File: config.mk
export PLATFORM = sky130hd
export DESIGN_NAME = motor_feedback_frame_tracker_top
export DESIGN_NICKNAME = d
export VERILOG_FILES = /design/src/sv/mfft_pkg.sv /design/src/sv/motor_feedback_frame_tracker_top.sv /design/src/sv/mfft_filter.sv
export VERILOG_INCLUDE_DIRS = /design/src /design/src/sv
export SDC_FILE = /design/constraint.sdc
export NUM_CORES = 2
export LEC_CHECK = 0
export BUFFER_PORTS_ARGS = -buffer_cell sky130_fd_sc_hd__buf_2
export CORE_ASPECT_RATIO = 1.75
export CORE_MARGIN = 2
export CORE_UTILIZATION = 25
export CTS_BUF_LIST = sky130_fd_sc_hd__clkbuf_8
export CTS_CLUSTER_SIZE = 12
export DETAILED_ROUTE_END_ITERATION = 12
export SLEW_MARGIN = 15
export SYNTH_ARGS = -nofsm -noshare
export SYNTH_HDL_FRONTEND = slang
export SYNTH_HIERARCHICAL = 1
export SYNTH_SLANG_ARGS = --single-unit
File: constraint.sdc
create_clock -name clk -period 10.39 [get_ports clk]
set_input_delay 0.5195 -clock clk [delete_from_list [all_inputs] [get_ports clk]]
set_output_delay 0.5195 -clock clk [all_outputs]
set_load 0.02 [all_outputs]
File: src/sv/motor_feedback_frame_tracker_top_macros.svh
`ifndef MOTOR_FEEDBACK_FRAME_TRACKER_TOP_MACROS_SVH
`define MOTOR_FEEDBACK_FRAME_TRACKER_TOP_MACROS_SVH

// same-cycle implication, sampled on clk, off during reset
`define MFFT_ASSERT_NOW(lbl, ante, cons, msg) \
	lbl: assert property (@(posedge clk) disable iff (!arst_n) (ante) |-> (cons)) \
		else $error(msg);

// next-cycle implication
`define MFFT_ASSERT_NEXT(lbl, ante, cons, msg) \
	lbl: assert property (@(posedge clk) disable iff (!arst_n) (ante) |=> (cons)) \
		else $error(msg);

`endif

File: src/sv/mfft_pkg.sv
`default_nettype none

package mfft_pkg;

	localparam logic [10:0] FIRST_BASE  = 11'h200;
	localparam logic [10:0] SECOND_BASE = 11'h204;
	localparam logic [10:0] SECOND_LOW  = 11'h205;
	localparam logic [10:0] SECOND_HIGH = 11'h20B;
	localparam logic [3:0]  FRAME_LEN   = 4'd8;

	localparam logic signed [17:0] HALF_TURN = 18'sd4096;
	localparam logic signed [17:0] FULL_TURN = 18'sd8192;

	localparam logic [10:0] FIRST_ID_RESET = 11'd513;
	localparam logic [10:0] LAST_ID_RESET  = 11'd523;

	typedef enum logic [2:0] {
		REG_ON_SECOND_BUS     = 3'd0,
		REG_FIRST_FEEDBACK_ID = 3'd1,
		REG_LAST_FEEDBACK_ID  = 3'd2,
		REG_REGISTERED_MASK   = 3'd3,
		REG_TEMPERATURE_MASK  = 3'd4
	} cfg_index_t;

	typedef struct packed {
		logic        on_second_bus;
		logic [10:0] first_feedback_id;
		logic [10:0] last_feedback_id;
		logic [10:0] registered_mask;
		logic [10:0] temperature_mask;
	} cfg_t;

	typedef struct packed {
		logic [10:0] frame_id;
		logic        extended_id;
		logic        remote_request;
		logic [3:0]  data_length;
		logic [63:0] payload;
		logic [31:0] time_stamp;
	} frame_t;

	typedef struct packed {
		logic               updated;
		logic [3:0]         motor_number;
		logic [15:0]        angle;
		logic signed [15:0] rotor_speed;
		logic signed [15:0] phase_current;
		logic [7:0]         temperature;
		logic signed [31:0] total_count;
		logic [31:0]        sample_count;
		logic [31:0]        stamp;
	} result_t;

	typedef struct packed {
		logic       ok;
		logic [3:0] motor;
		logic       report_temp;
	} check_t;

endpackage

`default_nettype wire

File: src/sv/motor_feedback_frame_tracker_top.sv
// channel | direction | handshake              | payload
// in      | in        | in_valid / in_ready    | in_item   (frame_t)
// out     | out       | out_valid / out_ready  | out_item  (result_t)
// cfg     | in        | cfg_we (no wait)       | cfg_index, cfg_wdata
//
// One frame per cycle unless the result stalls.
// Frame check and per-motor read-modify-write sit between the input register
// and the result register; state is written on the same edge as the result.
// Reset clears config to defaults and all per-motor state to zero at once.
// A stalled result holds the input register; a new frame is taken whenever
// the input register is empty or moves on in the same cycle.
`default_nettype none

`include "motor_feedback_frame_tracker_top_macros.svh"

module motor_feedback_frame_tracker_top import mfft_pkg::*; #(
	parameter int MOTOR_COUNT = 11
) (
	input  var logic    clk,
	input  var logic    arst_n,
	input  var logic    in_valid,
	output logic        in_ready,
	input  var frame_t  in_item,
	output logic        out_valid,
	input  var logic    out_ready,
	output result_t     out_item,
	input  var logic    cfg_we,
	input  var logic [2:0]  cfg_index,
	input  var logic [10:0] cfg_wdata
);

	localparam int IDX_W = (MOTOR_COUNT > 1) ? $clog2(MOTOR_COUNT) : 1;

	cfg_t    cfg_q;
	logic    valid_s1;
	frame_t  item_s1;
	logic    out_valid_q;
	result_t out_q;
	check_t  check;
	logic    advance;
	logic    hit;

	logic [15:0] prev_angle_q  [MOTOR_COUNT];
	logic [31:0] turn_total_q  [MOTOR_COUNT];
	logic [31:0] frames_seen_q [MOTOR_COUNT];
	logic [31:0] last_stamp_q  [MOTOR_COUNT];

	logic [IDX_W-1:0]   idx;
	logic [15:0]        angle;
	logic [15:0]        prev;
	logic [31:0]        frames;
	logic signed [17:0] diff;
	logic signed [17:0] step;
	logic [31:0]        new_total;
	logic [31:0]        new_frames;
	result_t            res;

	mfft_filter #(.MOTOR_COUNT(MOTOR_COUNT)) u_filter (
		.cfg   (cfg_q),
		.frame (item_s1),
		.check (check)
	);

	assign advance   = valid_s1 && (!out_valid_q || out_ready);
	assign in_ready  = !valid_s1 || advance;
	assign out_valid = out_valid_q;
	assign out_item  = out_q;
	assign hit       = advance && check.ok;

	always_comb begin
		idx    = IDX_W'(check.motor - 4'd1);
		angle  = item_s1.payload[63:48];
		prev   = prev_angle_q[idx];
		frames = frames_seen_q[idx];
		diff   = $signed({2'b00, angle}) - $signed({2'b00, prev});
		priority if (diff > HALF_TURN) begin
			step = diff - FULL_TURN;
		end else if (diff < -HALF_TURN) begin
			step = diff + FULL_TURN;
		end else begin
			step = diff;
		end
		new_total  = (frames == 32'd0) ? 32'd0 :
			turn_total_q[idx] + 32'($signed(step));
		new_frames = frames + 32'd1;

		res = '0;
		if (check.ok) begin
			res.updated       = 1'b1;
			res.motor_number  = check.motor;
			res.angle         = angle;
			res.rotor_speed   = item_s1.payload[47:32];
			res.phase_current = item_s1.payload[31:16];
			res.temperature   = check.report_temp ? item_s1.payload[15:8] : 8'd0;
			res.total_count   = new_total;
			res.sample_count  = new_frames;
			res.stamp         = item_s1.time_stamp;
		end
	end

	always_ff @(posedge clk or negedge arst_n) begin
		if (!arst_n) begin
			cfg_q.on_second_bus     <= 1'b0;
			cfg_q.first_feedback_id <= FIRST_ID_RESET;
			cfg_q.last_feedback_id  <= LAST_ID_RESET;
			cfg_q.registered_mask   <= '0;
			cfg_q.temperature_mask  <= '0;
		end else if (cfg_we) begin
			unique case (cfg_index)
				REG_ON_SECOND_BUS:     cfg_q.on_second_bus     <= cfg_wdata[0];
				REG_FIRST_FEEDBACK_ID: cfg_q.first_feedback_id <= cfg_wdata;
				REG_LAST_FEEDBACK_ID:  cfg_q.last_feedback_id  <= cfg_wdata;
				REG_REGISTERED_MASK:   cfg_q.registered_mask   <= cfg_wdata;
				REG_TEMPERATURE_MASK:  cfg_q.temperature_mask  <= cfg_wdata;
				default: ;
			endcase
		end
	end

	always_ff @(posedge clk or negedge arst_n) begin
		if (!arst_n) begin
			valid_s1    <= 1'b0;
			out_valid_q <= 1'b0;
		end else begin
			if (in_ready) begin
				valid_s1 <= in_valid;
			end
			if (advance) begin
				out_valid_q <= 1'b1;
			end else if (out_ready) begin
				out_valid_q <= 1'b0;
			end
		end
	end

	always_ff @(posedge clk) begin
		if (in_ready && in_valid) begin
			item_s1 <= in_item;
		end
		if (advance) begin
			out_q <= res;
		end
	end

	always_ff @(posedge clk or negedge arst_n) begin
		if (!arst_n) begin
			for (int i = 0; i < MOTOR_COUNT; i++) begin
				prev_angle_q[i]  <= '0;
				turn_total_q[i]  <= '0;
				frames_seen_q[i] <= '0;
				last_stamp_q[i]  <= '0;
			end
		end else if (hit) begin
			prev_angle_q[idx]  <= angle;
			turn_total_q[idx]  <= new_total;
			frames_seen_q[idx] <= new_frames;
			last_stamp_q[idx]  <= item_s1.time_stamp;
		end
	end

	`MFFT_ASSERT_NOW(a_reject_clean, out_valid && !out_item.updated, (out_item.motor_number == 4'd0) && (out_item.sample_count == 32'd0), "rejected result carries data")
	`MFFT_ASSERT_NOW(a_motor_range, out_valid && out_item.updated, (out_item.motor_number != 4'd0) && (out_item.motor_number <= 4'(MOTOR_COUNT)), "motor number out of range")
	`MFFT_ASSERT_NEXT(a_count_step, hit, frames_seen_q[$past(idx)] == $past(frames) + 32'd1, "frame count did not advance")
	`MFFT_ASSERT_NEXT(a_result_follows, advance, out_valid, "result lost after advance")

endmodule

`default_nettype wire

File: src/sv/mfft_filter.sv
`default_nettype none

module mfft_filter import mfft_pkg::*; #(
	parameter int MOTOR_COUNT = 11
) (
	input  var cfg_t   cfg,
	input  var frame_t frame,
	output check_t     check
);

	logic [10:0] first_off;
	logic [10:0] second_off;
	logic        form_ok;
	logic        first_win;
	logic        second_win;
	logic        win_ok;
	logic [3:0]  motor;
	logic [3:0]  bit_sel;
	logic [10:0] reg_sh;
	logic [10:0] temp_sh;

	always_comb begin
		first_off  = frame.frame_id - FIRST_BASE;
		second_off = frame.frame_id - SECOND_BASE;
		form_ok = !frame.extended_id && !frame.remote_request &&
			(frame.data_length == FRAME_LEN);
		first_win = (frame.frame_id >= cfg.first_feedback_id) &&
			(frame.frame_id <= cfg.last_feedback_id) &&
			(frame.frame_id >= FIRST_BASE) &&
			(first_off >= 11'd1) && (first_off <= 11'(MOTOR_COUNT));
		second_win = (frame.frame_id >= SECOND_LOW) && (frame.frame_id <= SECOND_HIGH) &&
			(second_off <= 11'(MOTOR_COUNT));
		win_ok  = cfg.on_second_bus ? second_win : first_win;
		motor   = cfg.on_second_bus ? second_off[3:0] : first_off[3:0];
		bit_sel = motor - 4'd1;
		reg_sh  = cfg.registered_mask >> bit_sel;
		temp_sh = cfg.temperature_mask >> bit_sel;

		check.ok          = form_ok && win_ok && reg_sh[0];
		check.motor       = motor;
		check.report_temp = temp_sh[0];
	end

endmodule

`default_nettype wire
==> metrics.yaml <==
run_status:
  run_status: "complete, no violations"
sta:
  timing.max_slew.rel_slack_pct: 23.4
  timing.fmax_ghz: 0.104
  finalHoldViolCount: 0
  final.setup_skew_ps: 90.9
  unrepaired_setup_endpoints_after_global_routing: "false"
  post-route-period-util_pct: 92.3
  timing_worst_slew_pin_value_ps: 1140
  post-route-min-period_ps: 9590
  setup-tns-final_ps: 0
  setup_ws_ps: 795
  timing.final.setup_violations: 0
  report.final.slew_viol_count: 0
yosys:
  synth_cells: 4444
  mapped_avg_cell_area_um2: 12.3
  synthesis.area_um2: 54900
  synth_nets: 4665
  ys.warnings.count: 6
finish:
  area_delta_synth_final_pct: 17.2
  layout.filler_cells: 22100
  post_route_cells_drive_above_1_share_pct: 28.6
  finalNetCount: 4971
  stdcell_area_um2: 64300
power_and_ir_drop:
  leakage_nw: 28.4
  irDropWorstVdd_mv: 0.148
  power_density_nw_per_um2: 183
global_routing:
  grt_pass1_vias: 39300
  grt_antenna_before_repair: 10
  grt_start_max_net_pins: 205
  groute.usage.overall_pct: 14.3
  total_congestion_overflow_after_global_routing: 0
  grt_first_pass_wirelength_um: 245000
critical_path:
  worstSetupPathDepth: 30
  cp_data_arrival_time_ps: 10410
  critical_path.slowest_cell: "edfxtp_1"
  critical-path-max-stage-delay_ps: 660
  crit_path_end_kind: "register"
  crit_path_max_fanout: 24
  gate_family_responsible_for_the_most_delay_along_the_worst_path: "compound AO/OA/AOI/OAI gates"
  critical_path_class: "reg2reg"
  path_buf_inv: 4
  critPathLaunchType: "register"
  worst_r2r_path_depth: 30
  worst_ep_required_time_ps: 11200
cts:
  numClockSinks: 1189
  htree_levels: 4
  cts_tree: "done"
  number_of_buffers_created_by_cts: 192
  clk_pin_slew_ps: 70
  post-cts-setup-buffers: 0
  clock_latency_ps: 950
  clock_path_buffers: 4
  clk_root_buffer_cell: "clkbuf_8"
placed_design:
  post-dp-hpwl_um: 99400
  gp_routability_congestion: 0.861
  placement.setup.worst_slack_ps: 598
  dpl-instance-area_um2: 59100
  numPortBuffers: 282
floorplanning:
  floorplan.die.width_um: 358
  fp.dieH_um: 624
  num_rows: 227
  die_area_um2: 223000
  starting_density_pct: 25.1
  core_area_um2: 218000
  io_pins: 291
worst_hold_path:
  whs_path_depth: 4
  min-delay-path-class: "in2reg"
route:
  routedWlPerCell_um: 20.9
  first_iter_violations: 2819
  detailed_routing_iteration_count_for_the_pre_antenna_repair_pass: 9
  antenna_left: 0
  drt-vias-per-instance: 4.80
  finalWirelength_um: 162000
  detail_route.drc_violations: 0
  routed-via-count: 37300
run:
  max_cap_violations: 0
==> routing by layer <==
metal  routed length (um)  global-route usage (%)
met5                   29                       0
met4                 7220                    6.45
met3                 7720                    2.13
met2                85300                    26.1
met1                62100                    16.3
==> per-stage QoR <==
stage                     power [mW]  hold WS [ps]  cells  utilization [%]
after CTS                       11.9          66.4   7751             29.4
final                           11.8           140   7757             29.5
after floorplan                 6.63           224   4444                -
after detailed placement        7.53           459   7293             27.0
after global placement          7.49           454   7293             27.0
after global routing            12.3           121   7756             29.5
==> tightest hold or removal path: stages <==
cell and delay, ps:
buf_2 100, nor2b_1 150, nand2_1 90, mux2_2 150
==> path summary, 6_finish.rpt <==
check	start	endpoint	slack (ps)
worst max-delay path	item_s1[104]$_DFFE_PP_	turn_total_q[287]$_DFFE_PN0P_	800
worst min-delay path	cfg_we	cfg_q[44]$_DFFE_PN0P_	140
worst max register to register	item_s1[104]$_DFFE_PP_	turn_total_q[287]$_DFFE_PN0P_	800
worst min register to register	frames_seen_q[347]$_DFFE_PN0P_	frames_seen_q[347]$_DFFE_PN0P_	470
max in group asynchronous	arst_n	out_valid$_DFFE_PN0P_	7760
min in group asynchronous	arst_n	frames_seen_q[176]$_DFFE_PN0P_	240
==> cells in the final DEF (no fill, tap or decap), drive strengths merged, types with 26 or more instances in the layout <==
cell / n
dlygate4sd3: 123
mux2: 498
o21ai: 489
and2: 110
buf: 377
a21oi: 74
nor2: 116
o31ai: 102
dfrtp: 921
o211ai: 39
nand2: 588
nand3: 72
a21o: 26
mux2i: 41
mux4: 164
nor3: 58
xnor2: 37
a221oi: 26
xor2: 30
clkinv: 33
ha: 87
clkbuf: 232
inv: 106
edfxtp: 262
nand4: 40
==> flip-flops by register name, summed over array words and instances, names as in the netlist <==
register	count
angle	16
cfg_q	45
frames_seen_q	352
item_s1	89
out_item	157
out_valid	1
prev_angle_q	176
turn_total_q	352
valid_s1	1
==> layout make-up <==
| class | count | area (um2) | area share (%) |
|---|---|---|---|
| Antenna cell | 4 | 10.0 | 0.0156 |
| Clock buffer | 232 | 3190 | 4.96 |
| Clock inverter | 103 | 758 | 1.18 |
| Inverter | 49 | 184 | 0.286 |
| Multi-Input combinational cell | 2818 | 22000 | 34.3 |
| Sequential cell | 1189 | 31100 | 48.3 |
| Tap cell | 2862 | 3580 | 5.57 |
| Timing Repair Buffer | 500 | 3500 | 5.44 |
==> what timing repair did <==
item | CTS | global route
hold endpoints to repair | 240 | 0
endpoints found under the setup margin | 0 | 11
hold buffers | 123 | 0
gates resized for setup | 0 | 2
==> where the power goes <==
part | internal, mW | switching (mW) | total [mW]
clock | 2.30 | 1.99 | 4.28
combinational | 0.769 | 1.75 | 2.52
sequential | 4.90 | 0.0679 | 4.97
Power figures use the tool's default switching activity.
